===== src/hw/rtl/wgt_pkg.sv =====
// Shared types and constants for the weighted grey with tint block.
// Used by wgt_grey, wgt_tint and weighted_grey_with_tint; depends on nothing.

package wgt_pkg;

   // field widths fixed by the pixel and register formats
   localparam int FRAC_BITS_DEF = 10;
   localparam int PIX_W         = 8;
   localparam int WEIGHT_W      = 13;
   localparam int HUE_W         = 10;
   localparam int SAT_W         = 11;
   localparam int CSR_IDX_W     = 3;
   localparam int CSR_DATA_W    = WEIGHT_W;

   // pipeline split: grey path stages, then tint path stages
   localparam int GREY_STAGES = 4;
   localparam int TINT_STAGES = 6;
   localparam int NUM_STAGES  = GREY_STAGES + TINT_STAGES;

   // register map
   typedef enum logic [CSR_IDX_W-1:0] {
      REG_WEIGHT_RED     = 3'd0,
      REG_WEIGHT_GREEN   = 3'd1,
      REG_WEIGHT_BLUE    = 3'd2,
      REG_WEIGHT_YELLOW  = 3'd3,
      REG_WEIGHT_CYAN    = 3'd4,
      REG_WEIGHT_MAGENTA = 3'd5,
      REG_TINT_HUE       = 3'd6,
      REG_TINT_SAT       = 3'd7
   } csr_reg_type;

   typedef struct packed {
      logic [PIX_W-1:0] red_in;
      logic [PIX_W-1:0] green_in;
      logic [PIX_W-1:0] blue_in;
      logic [PIX_W-1:0] alpha_in;
   } pixel_in_type;

   typedef struct packed {
      logic [PIX_W-1:0] red_out;
      logic [PIX_W-1:0] green_out;
      logic [PIX_W-1:0] blue_out;
      logic [PIX_W-1:0] alpha_out;
   } pixel_out_type;

   typedef struct packed {
      logic signed [WEIGHT_W-1:0] weight_red;
      logic signed [WEIGHT_W-1:0] weight_green;
      logic signed [WEIGHT_W-1:0] weight_blue;
      logic signed [WEIGHT_W-1:0] weight_yellow;
      logic signed [WEIGHT_W-1:0] weight_cyan;
      logic signed [WEIGHT_W-1:0] weight_magenta;
      logic        [HUE_W-1:0]    tint_hue;
      logic        [SAT_W-1:0]    tint_saturation;
   } csr_type;

   localparam csr_type CSR_RESET = '{
      weight_red:      13'sd410,
      weight_green:    13'sd410,
      weight_blue:     13'sd205,
      weight_yellow:   13'sd614,
      weight_cyan:     13'sd614,
      weight_magenta:  13'sd819,
      tint_hue:        10'd0,
      tint_saturation: 11'd0
   };

endpackage


===== src/hw/rtl/wgt_grey.sv =====
// Grey path: channel sort, weight select, weighted sum, clamp, lightness estimate.
// Four register stages; uses wgt_pkg.

module wgt_grey #(
   parameter int FRAC_BITS = wgt_pkg::FRAC_BITS_DEF
) (
   input  logic                                clock,
   input  logic [wgt_pkg::GREY_STAGES-1:0]     stage_en,
   input  wgt_pkg::pixel_in_type               req_data,
   input  wgt_pkg::csr_type                    csr,
   output logic [FRAC_BITS:0]                  light_est,
   output logic [FRAC_BITS+7:0]                light_num,
   output logic [wgt_pkg::PIX_W-1:0]           grey_byte,
   output logic [wgt_pkg::PIX_W-1:0]           alpha
);
   import wgt_pkg::*;

   localparam int PROD_W = PIX_W + 1 + WEIGHT_W;
   // room for the base term and the full 13-bit signed weight span
   localparam int GN_W   =
      ((FRAC_BITS + PIX_W + 1 > PROD_W) ? FRAC_BITS + PIX_W + 1 : PROD_W) + 1;
   localparam int GC_W   = FRAC_BITS + PIX_W;
   localparam int LP_W   = GC_W + FRAC_BITS + 1;
   localparam logic signed [GN_W-1:0] GN_MAX = GN_W'(255 << FRAC_BITS);
   // floor(2^GC_W / 255), good to within one for any value below 2^GC_W
   localparam logic [FRAC_BITS:0] RECIP =
      (FRAC_BITS+1)'((64'd1 << GC_W) / 64'd255);
   localparam logic [GC_W:0] HALF_LSB = (GC_W+1)'(1) << (FRAC_BITS - 1);

   // stage 1 registers
   logic [PIX_W-1:0]           s1_min_ff, s1_lo_ff, s1_hi_ff, s1_alpha_ff;
   logic signed [WEIGHT_W-1:0] s1_wp_ff, s1_ws_ff;
   logic [PIX_W-1:0]           s1_min_in, s1_lo_in, s1_hi_in;
   logic signed [WEIGHT_W-1:0] s1_wp_in, s1_ws_in;
   // stage 2 registers
   logic signed [PROD_W-1:0]   s2_plo_ff, s2_phi_ff, s2_plo_in, s2_phi_in;
   logic [PIX_W-1:0]           s2_min_ff, s2_alpha_ff;
   // stage 3 registers
   logic [GC_W-1:0]            s3_gc_ff, s3_gc_in;
   logic [PIX_W-1:0]           s3_alpha_ff;
   // stage 4 registers
   logic [FRAC_BITS:0]         s4_est_ff, s4_est_in;
   logic [GC_W-1:0]            s4_num_ff, s4_num_in;
   logic [PIX_W-1:0]           s4_grey_ff, s4_grey_in, s4_alpha_ff;

   logic [PIX_W-1:0]           r, g, b, mx, mn;
   logic [PIX_W+1:0]           mid_w;
   logic signed [GN_W-1:0]     gn_sum;
   logic [LP_W-1:0]            lp;
   logic [GC_W:0]              grey_rnd;
   logic [PIX_W:0]             grey_w;

   // sort channels and pick weights; ties go to red, then green for the max and to blue, then red for the min
   always_comb begin
      r = req_data.red_in;
      g = req_data.green_in;
      b = req_data.blue_in;
      mx = (r > g) ? ((r > b) ? r : b) : ((g > b) ? g : b);
      mn = (r < g) ? ((r < b) ? r : b) : ((g < b) ? g : b);
      mid_w = (PIX_W+2)'(r) + (PIX_W+2)'(g) + (PIX_W+2)'(b)
            - (PIX_W+2)'(mx) - (PIX_W+2)'(mn);
      s1_min_in = mn;
      s1_lo_in  = mid_w[PIX_W-1:0] - mn;
      s1_hi_in  = mx - mid_w[PIX_W-1:0];
      if (mx == r) begin
         s1_wp_in = csr.weight_red;
      end else if (mx == g) begin
         s1_wp_in = csr.weight_green;
      end else begin
         s1_wp_in = csr.weight_blue;
      end
      if (mn == b) begin
         s1_ws_in = csr.weight_yellow;
      end else if (mn == r) begin
         s1_ws_in = csr.weight_cyan;
      end else begin
         s1_ws_in = csr.weight_magenta;
      end
   end

   // weight products
   always_comb begin
      s2_plo_in = PROD_W'($signed({1'b0, s1_lo_ff})) * PROD_W'(s1_ws_ff);
      s2_phi_in = PROD_W'($signed({1'b0, s1_hi_ff})) * PROD_W'(s1_wp_ff);
   end

   // weighted sum and clamp to 0..255 in fixed point
   always_comb begin
      gn_sum = $signed(GN_W'({s2_min_ff, {FRAC_BITS{1'b0}}}))
             + GN_W'(s2_plo_ff) + GN_W'(s2_phi_ff);
      if (gn_sum < 0) begin
         s3_gc_in = '0;
      end else if (gn_sum > GN_MAX) begin
         s3_gc_in = GN_MAX[GC_W-1:0];
      end else begin
         s3_gc_in = gn_sum[GC_W-1:0];
      end
   end

   // lightness = floor((gc + 127) / 255), estimate by reciprocal; plain grey byte
   always_comb begin
      s4_num_in = s3_gc_ff + GC_W'(127);
      lp        = LP_W'(s4_num_in) * LP_W'(RECIP);
      s4_est_in = lp[LP_W-1:GC_W];
      grey_rnd  = {1'b0, s3_gc_ff} + HALF_LSB;
      grey_w    = grey_rnd[GC_W:FRAC_BITS];
      s4_grey_in = (grey_w > (PIX_W+1)'(255)) ? PIX_W'(255) : grey_w[PIX_W-1:0];
   end

   always_ff @(posedge clock) begin
      if (stage_en[0]) begin
         s1_min_ff   <= s1_min_in;
         s1_lo_ff    <= s1_lo_in;
         s1_hi_ff    <= s1_hi_in;
         s1_wp_ff    <= s1_wp_in;
         s1_ws_ff    <= s1_ws_in;
         s1_alpha_ff <= req_data.alpha_in;
      end
      if (stage_en[1]) begin
         s2_plo_ff   <= s2_plo_in;
         s2_phi_ff   <= s2_phi_in;
         s2_min_ff   <= s1_min_ff;
         s2_alpha_ff <= s1_alpha_ff;
      end
      if (stage_en[2]) begin
         s3_gc_ff    <= s3_gc_in;
         s3_alpha_ff <= s2_alpha_ff;
      end
      if (stage_en[3]) begin
         s4_est_ff   <= s4_est_in;
         s4_num_ff   <= s4_num_in;
         s4_grey_ff  <= s4_grey_in;
         s4_alpha_ff <= s3_alpha_ff;
      end
   end

   assign light_est = s4_est_ff;
   assign light_num = s4_num_ff;
   assign grey_byte = s4_grey_ff;
   assign alpha     = s4_alpha_ff;

endmodule


===== src/hw/rtl/wgt_tint.sv =====
// Tint path: lightness correction, HSL q/p terms, per-channel ramp, byte rounding
// and the output register. Six register stages; uses wgt_pkg.

module wgt_tint #(
   parameter int FRAC_BITS = wgt_pkg::FRAC_BITS_DEF
) (
   input  logic                                clock,
   input  logic [wgt_pkg::TINT_STAGES-1:0]     stage_en,
   input  wgt_pkg::csr_type                    csr,
   input  logic [FRAC_BITS:0]                  light_est,
   input  logic [FRAC_BITS+7:0]                light_num,
   input  logic [wgt_pkg::PIX_W-1:0]           grey_byte,
   input  logic [wgt_pkg::PIX_W-1:0]           alpha,
   output wgt_pkg::pixel_out_type              rsp_data
);
   import wgt_pkg::*;

   localparam int L_W    = FRAC_BITS + 1;
   localparam int R_W    = FRAC_BITS + PIX_W + 1;
   localparam int CMP_W  = SAT_W + FRAC_BITS + 1;
   localparam int Q_W    = 2 * FRAC_BITS + 2;
   localparam int D_W    = 2 * FRAC_BITS + 1;
   localparam int M_W    = 3 * FRAC_BITS + 1;
   localparam int B_W    = M_W + PIX_W;
   localparam int H6_W   = FRAC_BITS + 4;
   localparam int CARRY  = TINT_STAGES - 1;
   localparam logic [L_W-1:0]  ONE  = {1'b1, {FRAC_BITS{1'b0}}};
   localparam logic [L_W-1:0]  HALF = ONE >> 1;
   localparam logic [H6_W-1:0] T_ONE   = H6_W'(ONE);
   localparam logic [H6_W-1:0] T_TWO   = H6_W'(2) << FRAC_BITS;
   localparam logic [H6_W-1:0] T_THREE = H6_W'(3) << FRAC_BITS;
   localparam logic [H6_W-1:0] T_FOUR  = H6_W'(4) << FRAC_BITS;
   localparam logic [H6_W-1:0] T_SIX   = H6_W'(6) << FRAC_BITS;
   localparam logic [B_W-1:0]  ROUND   = B_W'(1) << (3 * FRAC_BITS - 1);

   // ramp factor for one channel: rise, hold at one, fall, zero
   function automatic logic [L_W-1:0] ramp(input logic [H6_W-1:0] t);
      logic [H6_W-1:0] fall;
      logic [L_W-1:0]  f;
      fall = T_FOUR - t;
      if (t < T_ONE) begin
         f = t[L_W-1:0];
      end else if (t < T_THREE) begin
         f = ONE;
      end else if (t < T_FOUR) begin
         f = fall[L_W-1:0];
      end else begin
         f = '0;
      end
      return f;
   endfunction

   logic [L_W-1:0]   s5_l_ff, s5_l_in;
   logic [2*L_W-1:0] s6_ls_ff, s6_ls_in;
   logic [L_W-1:0]   s6_l_ff;
   logic [D_W-1:0]   s7_p_ff, s7_p_in, s7_d_ff, s7_d_in;
   logic [D_W-1:0]   s8_p_ff;
   logic [M_W-1:0]   s8_m_ff [0:2];
   logic [M_W-1:0]   s8_m_in [0:2];
   logic [M_W-1:0]   s9_c_ff [0:2];
   logic [M_W-1:0]   s9_c_in [0:2];
   logic [L_W-1:0]   hue_fac_ff [0:2];
   logic [L_W-1:0]   hue_fac_in [0:2];
   logic [PIX_W-1:0] alpha_pipe_ff [0:CARRY-1];
   logic [PIX_W-1:0] grey_pipe_ff [0:CARRY-1];
   pixel_out_type    out_ff, out_in;

   logic [R_W-1:0]   est255, rem;
   logic [L_W-1:0]   l_fix;
   logic [CMP_W-1:0] sat_wide;
   logic [L_W-1:0]   sat_c;
   logic [Q_W-1:0]   l_sh, s_sh, q_w, p_w, d_w;
   logic [HUE_W+FRAC_BITS-1:0] hue_ext;
   logic [H6_W-1:0]  h6, t_red, t_blue;
   logic [2*M_W-1:0] m_full [0:2];
   logic [M_W:0]     c_full [0:2];
   logic [B_W-1:0]   b_full [0:2];
   logic [PIX_W:0]   b_byte [0:2];
   logic [PIX_W-1:0] chan [0:2];

   // saturation above one acts as one
   always_comb begin
      sat_wide = CMP_W'(csr.tint_saturation);
      sat_c    = (sat_wide > CMP_W'(ONE)) ? ONE : sat_wide[L_W-1:0];
   end

   // hue ramp factors are registered from the registers and do not stall with the pipeline
   always_comb begin
      hue_ext = (HUE_W+FRAC_BITS)'(csr.tint_hue);
      h6      = H6_W'(hue_ext[FRAC_BITS-1:0]) * H6_W'(6);
      t_red   = h6 + T_TWO;
      if (t_red >= T_SIX) begin
         t_red = t_red - T_SIX;
      end
      t_blue  = h6 + T_FOUR;
      if (t_blue >= T_SIX) begin
         t_blue = t_blue - T_SIX;
      end
      hue_fac_in[0] = ramp(t_red);
      hue_fac_in[1] = ramp(h6);
      hue_fac_in[2] = ramp(t_blue);
   end

   // stage 5: the estimate is low by at most one, fix with one compare
   always_comb begin
      est255 = {light_est, {PIX_W{1'b0}}} - R_W'(light_est);
      rem    = R_W'(light_num) - est255;
      l_fix  = (rem >= R_W'(255)) ? light_est + L_W'(1) : light_est;
      s5_l_in = (l_fix > ONE) ? ONE : l_fix;
   end

   // stage 6: lightness times saturation
   assign s6_ls_in = (2*L_W)'(s5_l_ff) * (2*L_W)'(sat_c);

   // stage 7: q and p with two fraction fields, keep p and q - p
   always_comb begin
      l_sh = Q_W'({s6_l_ff, {FRAC_BITS{1'b0}}});
      s_sh = Q_W'({sat_c, {FRAC_BITS{1'b0}}});
      if (s6_l_ff < HALF) begin
         q_w = l_sh + Q_W'(s6_ls_ff);
      end else begin
         q_w = l_sh + s_sh - Q_W'(s6_ls_ff);
      end
      p_w = Q_W'({s6_l_ff, {(FRAC_BITS+1){1'b0}}}) - q_w;
      d_w = q_w - p_w;
      s7_p_in = p_w[D_W-1:0];
      s7_d_in = d_w[D_W-1:0];
   end

   // stages 8 to 10 per channel: ramp product, add base, scale to a byte
   always_comb begin
      for (int i = 0; i < 3; i++) begin
         m_full[i]  = (2*M_W)'(s7_d_ff) * (2*M_W)'(hue_fac_ff[i]);
         s8_m_in[i] = m_full[i][M_W-1:0];
         c_full[i]  = (M_W+1)'({s8_p_ff, {FRAC_BITS{1'b0}}}) + (M_W+1)'(s8_m_ff[i]);
         s9_c_in[i] = c_full[i][M_W-1:0];
         b_full[i]  = {s9_c_ff[i], {PIX_W{1'b0}}} - B_W'(s9_c_ff[i]) + ROUND;
         b_byte[i]  = b_full[i][B_W-1:3*FRAC_BITS];
         chan[i]    = (b_byte[i] > (PIX_W+1)'(255)) ? PIX_W'(255) : b_byte[i][PIX_W-1:0];
      end
   end

   // output word: plain grey when saturation is zero
   always_comb begin
      if (csr.tint_saturation == '0) begin
         out_in.red_out   = grey_pipe_ff[CARRY-1];
         out_in.green_out = grey_pipe_ff[CARRY-1];
         out_in.blue_out  = grey_pipe_ff[CARRY-1];
      end else begin
         out_in.red_out   = chan[0];
         out_in.green_out = chan[1];
         out_in.blue_out  = chan[2];
      end
      out_in.alpha_out = alpha_pipe_ff[CARRY-1];
   end

   always_ff @(posedge clock) begin
      for (int i = 0; i < 3; i++) begin
         hue_fac_ff[i] <= hue_fac_in[i];
      end
      if (stage_en[0]) begin
         s5_l_ff          <= s5_l_in;
         alpha_pipe_ff[0] <= alpha;
         grey_pipe_ff[0]  <= grey_byte;
      end
      for (int i = 1; i < CARRY; i++) begin
         if (stage_en[i]) begin
            alpha_pipe_ff[i] <= alpha_pipe_ff[i-1];
            grey_pipe_ff[i]  <= grey_pipe_ff[i-1];
         end
      end
      if (stage_en[1]) begin
         s6_ls_ff <= s6_ls_in;
         s6_l_ff  <= s5_l_ff;
      end
      if (stage_en[2]) begin
         s7_p_ff <= s7_p_in;
         s7_d_ff <= s7_d_in;
      end
      if (stage_en[3]) begin
         s8_p_ff <= s7_p_ff;
         for (int i = 0; i < 3; i++) begin
            s8_m_ff[i] <= s8_m_in[i];
         end
      end
      if (stage_en[4]) begin
         for (int i = 0; i < 3; i++) begin
            s9_c_ff[i] <= s9_c_in[i];
         end
      end
      if (stage_en[5]) begin
         out_ff <= out_in;
      end
   end

   assign rsp_data = out_ff;

endmodule


===== src/hw/rtl/weighted_grey_with_tint.sv =====
// Top level: register file, pipeline valid chain, grey and tint datapaths.
// Uses wgt_pkg, wgt_grey and wgt_tint.
//
//   port group  direction  flow control     word
//   req_*       in         valid / stall    wgt_pkg::pixel_in_type
//   rsp_*       out        valid / stall    wgt_pkg::pixel_out_type
//   csr_*       in         valid / ready    3-bit register index, 13-bit data
//
// One pixel per clock sustained while the output is not stalled; rsp_valid is the valid
// bit of the last of the ten register stages of the datapath.
// Each stage loads when it is empty or the stage after it moves, so bubbles close up
// and input is taken while a finished word is held on a stalled output.
// Synchronous reset clears all stage valid bits and loads register reset values.
// csr_ready is always high; the hue factors are registered again from the register file.

module weighted_grey_with_tint #(
   parameter int FRAC_BITS = wgt_pkg::FRAC_BITS_DEF
) (
   input  logic                               clock,
   input  logic                               reset,
   input  logic                               req_valid,
   output logic                               req_stall,
   input  wgt_pkg::pixel_in_type              req_data,
   output logic                               rsp_valid,
   input  logic                               rsp_stall,
   output wgt_pkg::pixel_out_type             rsp_data,
   input  logic                               csr_valid,
   output logic                               csr_ready,
   input  logic [wgt_pkg::CSR_IDX_W-1:0]      csr_index,
   input  logic [wgt_pkg::CSR_DATA_W-1:0]     csr_data
);
   import wgt_pkg::*;

   csr_type                 csr_ff, csr_in;
   logic [NUM_STAGES-1:0]   stage_valid_ff, stage_valid_in;
   logic [NUM_STAGES-1:0]   stage_ready;
   logic [FRAC_BITS:0]      light_est;
   logic [FRAC_BITS+7:0]    light_num;
   logic [PIX_W-1:0]        grey_byte, alpha;

   // register writes
   assign csr_ready = 1'b1;

   always_comb begin
      csr_in = csr_ff;
      if (csr_valid && csr_ready) begin
         case (csr_reg_type'(csr_index))
            REG_WEIGHT_RED:     csr_in.weight_red     = csr_data;
            REG_WEIGHT_GREEN:   csr_in.weight_green   = csr_data;
            REG_WEIGHT_BLUE:    csr_in.weight_blue    = csr_data;
            REG_WEIGHT_YELLOW:  csr_in.weight_yellow  = csr_data;
            REG_WEIGHT_CYAN:    csr_in.weight_cyan    = csr_data;
            REG_WEIGHT_MAGENTA: csr_in.weight_magenta = csr_data;
            REG_TINT_HUE:       csr_in.tint_hue       = csr_data[HUE_W-1:0];
            REG_TINT_SAT:       csr_in.tint_saturation = csr_data[SAT_W-1:0];
            default:            csr_in = csr_ff;
         endcase
      end
   end

   always_ff @(posedge clock) begin
      if (reset) begin
         csr_ff <= CSR_RESET;
      end else begin
         csr_ff <= csr_in;
      end
   end

   // stage ready chain from the output back to the input
   always_comb begin
      stage_ready[NUM_STAGES-1] = !stage_valid_ff[NUM_STAGES-1] || !rsp_stall;
      for (int i = NUM_STAGES - 2; i >= 0; i--) begin
         stage_ready[i] = !stage_valid_ff[i] || stage_ready[i+1];
      end
   end

   // valid bits travel with the data
   always_comb begin
      stage_valid_in = stage_valid_ff;
      if (stage_ready[0]) begin
         stage_valid_in[0] = req_valid;
      end
      for (int i = 1; i < NUM_STAGES; i++) begin
         if (stage_ready[i]) begin
            stage_valid_in[i] = stage_valid_ff[i-1];
         end
      end
   end

   always_ff @(posedge clock) begin
      if (reset) begin
         stage_valid_ff <= '0;
      end else begin
         stage_valid_ff <= stage_valid_in;
      end
   end

   assign req_stall = !stage_ready[0];
   assign rsp_valid = stage_valid_ff[NUM_STAGES-1];

   // datapath
   wgt_grey #(
      .FRAC_BITS (FRAC_BITS)
   ) u_grey (
      .clock     (clock),
      .stage_en  (stage_ready[GREY_STAGES-1:0]),
      .req_data  (req_data),
      .csr       (csr_ff),
      .light_est (light_est),
      .light_num (light_num),
      .grey_byte (grey_byte),
      .alpha     (alpha)
   );

   wgt_tint #(
      .FRAC_BITS (FRAC_BITS)
   ) u_tint (
      .clock     (clock),
      .stage_en  (stage_ready[NUM_STAGES-1:GREY_STAGES]),
      .csr       (csr_ff),
      .light_est (light_est),
      .light_num (light_num),
      .grey_byte (grey_byte),
      .alpha     (alpha),
      .rsp_data  (rsp_data)
   );

   // checks
   // input backpressure only when every stage holds a word
   assert property (@(posedge clock) disable iff (reset)
      req_stall |-> (&stage_valid_ff))
      else $error("input stalled with a free pipeline stage");

   // input backpressure only comes from a stalled output
   assert property (@(posedge clock) disable iff (reset)
      req_stall |-> (rsp_valid && rsp_stall))
      else $error("input stalled while output moves");

   // words in flight change only by accepts on either side
   assert property (@(posedge clock) disable iff (reset)
      1'b1 |=> ($countones(stage_valid_ff) ==
                $countones($past(stage_valid_ff))
                + int'($past(req_valid && !req_stall))
                - int'($past(rsp_valid && !rsp_stall))))
      else $error("pipeline lost or duplicated a word");

endmodule

===== config.mk =====
export PLATFORM = sky130hd
export DESIGN_NAME = weighted_grey_with_tint
export DESIGN_NICKNAME = d
export VERILOG_FILES = /design/src/hw/rtl/wgt_pkg.sv /design/src/hw/rtl/wgt_grey.sv /design/src/hw/rtl/wgt_tint.sv /design/src/hw/rtl/weighted_grey_with_tint.sv
export SDC_FILE = /design/constraint.sdc
export NUM_CORES = 2
export LEC_CHECK = 0
export ABC_AREA = 1
export ABC_CLOCK_PERIOD_IN_PS = 7200
export BUFFER_PORTS_ARGS = -buffer_cell sky130_fd_sc_hd__buf_2
export CORE_MARGIN = 2
export CORE_UTILIZATION = 50
export CTS_BUF_LIST = sky130_fd_sc_hd__clkbuf_4 sky130_fd_sc_hd__clkbuf_8
export CTS_CLUSTER_SIZE = 10
export DETAILED_ROUTE_END_ITERATION = 16
export PLACE_DENSITY = 0.76
export SETUP_SLACK_MARGIN = 0.3
export SYNTH_ARGS = -nofsm -noshare
export SYNTH_HDL_FRONTEND = slang
export SYNTH_HIERARCHICAL = 1
export SYNTH_SLANG_ARGS = --single-unit

===== constraint.sdc =====
create_clock -name clock -period 7.2 [get_ports clock]
set_clock_uncertainty 0.1 [all_clocks]
set_input_delay 1.08 -clock clock [delete_from_list [all_inputs] [get_ports clock]]
set_output_delay 1.08 -clock clock [all_outputs]
set_load 0.02 [all_outputs]

==> results.yml <==
synth:
  synthMuxAreaShare: 0
  synth_top_family_by_area: "adder cells"
  synth_ff_type: "edfxtp_1"
  yosys_warnings: 6
  synth_adder_area_share: 0.3328
  synth-compound-area-share: 0.06993
  syn_avg_cell_area_um2: 8.509
  synth-simple-area-share: 0.1759
  netlist_instances: 8735
  synth_seq_area_share: 0.2718
  synth_edf_count: 580
  synth_async_sr_flop_share: 0
  synth_area_um2: 74330
  ys_ff_latch: 719
  ys_types: 68
  synth_xor_area_frac: 0.04330
setup_path:
  worstReg2RegEnd: "u_tint/s8_m_ff[0][26]$_DFFE_PP_"
  r2r_slack_ns: 0.60
  worstSetupPathType: "flop to flop"
  rr_worst_depth: 20
  end_kind: "flop"
  cp-start-kind: "flop"
  timing.rr.start: "u_tint/s7_d_ff[6]$_DFFE_PP_"
  path_max_fanout: 17
  arrival_ns: 7.12
  worstPathRequired_ns: 7.71
detailed_routing:
  ant_nets: 0
  drc: 0
  viasPerCell: 5.302
  wl_per_cell_um: 17.46
  dr_total_vias: 57674
  firstDrtPassIters: 7
  drt_iter0_markers: 4200
  wl_mm: 189.9
final_layout:
  final_layout_size_suffix_gt1_frac: 0.06540
  instances_no_fill: 10878
  fin_nets: 10433
  area_delta_synth_final_pct: 7.629
  postLayoutCellArea_um2: 80000
grt:
  grt_max_degree: 100
  grt_pass1_vias: 59485
  grt_pass1_wl_mm: 308.4
  grt.overflow.total: 0
  track_usage: 0.2544
  antenna_found_initial: 3
outcome:
  status: "complete, no violations"
die:
  die_w_um: 389.6
  io-pin-count: 88
  die_area_um2: 151700
  start_util: 0.5033
  core_region_area_um2: 147700
  chipHeight_um: 389.6
  row_count: 141
place:
  dpl_cell_area_um2: 77090
  numPortBuffers: 86
  post-dp-hpwl_mm: 154.3
  dp.cells: 10644
  gp_congestion: 0.9685
  pre_cts_ws_ns: 0.3181
timing:
  slew_headroom: 0.2671
  slew_viol_final: 0
  hold_violations: 0
  worst_pin_slew_ns: 1.095
  fmaxAchievable_ghz: 0.1515
  fin_crit_ns: 6.602
  rsz0062_at_grt: "true"
  tns_ns: 0
  setup_slack_ns: 0.5975
  setup_viol: 0
  period_share: 0.9170
worst_hold_path:
  min_path_type: "input port to flop"
  min_path_cells: 1
  whs_endpoint: "u_grey/s1_alpha_ff[6]$_DFFE_PP_"
  hold_start: "req_data[6]"
cts:
  cts_root_buf: "clkbuf_8"
  cts_tree: "done"
  cts_buffers: 121
  cts_sinks: 719
  htreeDepth: 3
  cts_hold_buf: 0
  ctsLongestPathBuffers: 3
  clkTransAtPathRegs_ns: 0.07
  clk_latency_ns: 0.87
job:
  maxCapViolCount: 0
[worst max-delay path, stage by stage (launching register included)]
cell and delay [ns]:
edfxtp_1 0.87, nand2_1 0.16, fa_1 0.54, inv_1 0.05, fa_1 0.49, inv_1 0.05, fa_1 0.47, inv_1 0.05
fa_1 0.51, fa_1 0.50, ha_1 0.37, nand2_1 0.08, nand2_1 0.07, a31oi_1 0.06, o21ai_0 0.60, a31oi_1 0.24
o21ai_0 0.38, a21oi_1 0.19, o21bai_1 0.30, a21oi_1 0.13, xnor2_1 0.14
[through the flow]
| stage | hold WS (ns) | utilization |
|---|---|---|
| global route | 0.2166 | 0.5417 |
| detailed placement | 0.3045 | 0.5221 |
| CTS | 0.1929 | 0.5410 |
| finish | 0.2834 | 0.5417 |
| floorplan | 0.3003 | - |
| global placement | 0.3006 | 0.5221 |
[synthesized netlist by cell type (17+ instances only)]
| cell | count | area share |
|---|---|---|
| nand2_1 | 2046 | 0.10 |
| inv_1 | 1799 | 0.091 |
| ha_1 | 801 | 0.13 |
| fa_1 | 735 | 0.20 |
| edfxtp_1 | 580 | 0.23 |
| nor2_1 | 450 | 0.023 |
| a21oi_1 | 399 | 0.027 |
| nand3_1 | 348 | 0.023 |
| o21ai_0 | 264 | 0.018 |
| xor2_1 | 223 | 0.026 |
| clkbuf_1 | 180 | 0.0091 |
| dfxtp_1 | 139 | 0.037 |
| xnor2_1 | 137 | 0.016 |
| nand4_1 | 70 | 0.0059 |
| nor3_1 | 54 | 0.0036 |
| a31oi_1 | 41 | 0.0035 |
| nand2_2 | 40 | 0.0034 |
| a21o_1 | 38 | 0.0038 |
| inv_2 | 27 | 0.0014 |
| nor4_1 | 27 | 0.0023 |
| buf_2 | 26 | 0.0018 |
| o22ai_1 | 25 | 0.0021 |
| o21bai_1 | 23 | 0.0023 |
| o21ai_1 | 20 | 0.0013 |
| nor2_2 | 18 | 0.0015 |
| o211ai_1 | 17 | 0.0017 |
| o21a_1 | 17 | 0.0017 |
[logic make-up after synthesis]
| kind of cell | after synthesis |
|---|---|
| buffers and inverters | 2067 |
| DFF | 719 |
| adders and majority gates | 1536 |
| and+or+nand+nor | 3126 |
| xor gates and xnor gates | 364 |
| AOI/OAI and AO/OA | 920 |
| other | 3 |
[worst max path at each step]
| stage | cells after the start | end | start |
|---|---|---|---|
| after floorplan | 5 | u_tint/alpha_pipe_ff[2][0]$_DFFE_PP_ | rsp_stall |
| after global placement | 35 | u_grey/s1_hi_ff[7]$_DFFE_PP_ | req_data[11] |
| after detailed placement | 30 | u_grey/s1_hi_ff[7]$_DFFE_PP_ | req_data[13] |
| after CTS | 26 | u_tint/s6_ls_ff[20]$_DFFE_PP_ | csr_ff[2]$_SDFFE_PP0P_ |
| after global routing | 36 | u_tint/s7_d_ff[20]$_DFFE_PP_ | csr_ff[2]$_SDFFE_PP0P_ |
| final | 20 | u_tint/s8_m_ff[0][26]$_DFFE_PP_ | u_tint/s7_d_ff[6]$_DFFE_PP_ |
[cell usage in the layout, fill, tap and decap left out, types with 134 or more instances in the layout]
cell / synthesis / routed
a21oi_1: 399 / 398
clkbuf_8: 0 / 134
dfxtp_1: 139 / 139
edfxtp_1: 580 / 580
fa_1: 735 / 735
ha_1: 801 / 801
inv_1: 1799 / 1797
nand2_1: 2046 / 2045
nand3_1: 348 / 348
nor2_1: 450 / 447
o21ai_0: 264 / 263
xnor2_1: 137 / 137
xor2_1: 223 / 223
[per-layer routing]
layer / global-route usage / routed length, um / up-vias / share of wire
met4: 0.1103 / 9170 / 2 / 0.048
met5: 0 / 11 / - / 0.000058
met2: 0.4421 / 92200 / 1839 / 0.49
met1: 0.3173 / 77700 / 27735 / 0.41
li1: - / - / 27676 / -
met3: 0.03323 / 10850 / 422 / 0.057
[final cells by class]
| cell class | count | area, um^2 |
|---|---|---|
| timing repair buffer | 204 | 1366 |
| antenna | 3 | 7.507 |
| fill | 13046 | 67670 |
| clock buffer | 170 | 2115 |
| clock inverter | 54 | 681.9 |
| inverter | 1832 | 6879 |
| sequential | 719 | 20200 |
| tap | 1930 | 2415 |
| multi-input combinational | 5966 | 46330 |
[repair_timing]
| item | CTS | global route |
|---|---|---|
| setup buffers | 0 | 7 |
| endpoints found under the setup margin | 0 | 11 |
| gates resized for setup | 0 | 8 |
| hold endpoints to repair | 0 | 0 |
[state kept, by name, summed over array words and instances (netlist names), 20 cells and up]
signal and flops:
u_tint/s8_m_ff 87, csr_ff 99, u_tint/s6_ls_ff 21, u_tint/s7_d_ff 20, u_tint/hue_fac_ff 30, u_grey/s2_plo_ff 22
u_grey/s2_phi_ff 22, u_tint/s8_p_ff 21, u_tint/s9_c_ff 87, u_tint/grey_pipe_ff 40, u_tint/alpha_pipe_ff 40, u_tint/rsp_data 32
u_tint/s7_p_ff 21
Power is not shown: default switching activity piles up to over one toggle a cycle in this logic, so the estimate is an artifact.
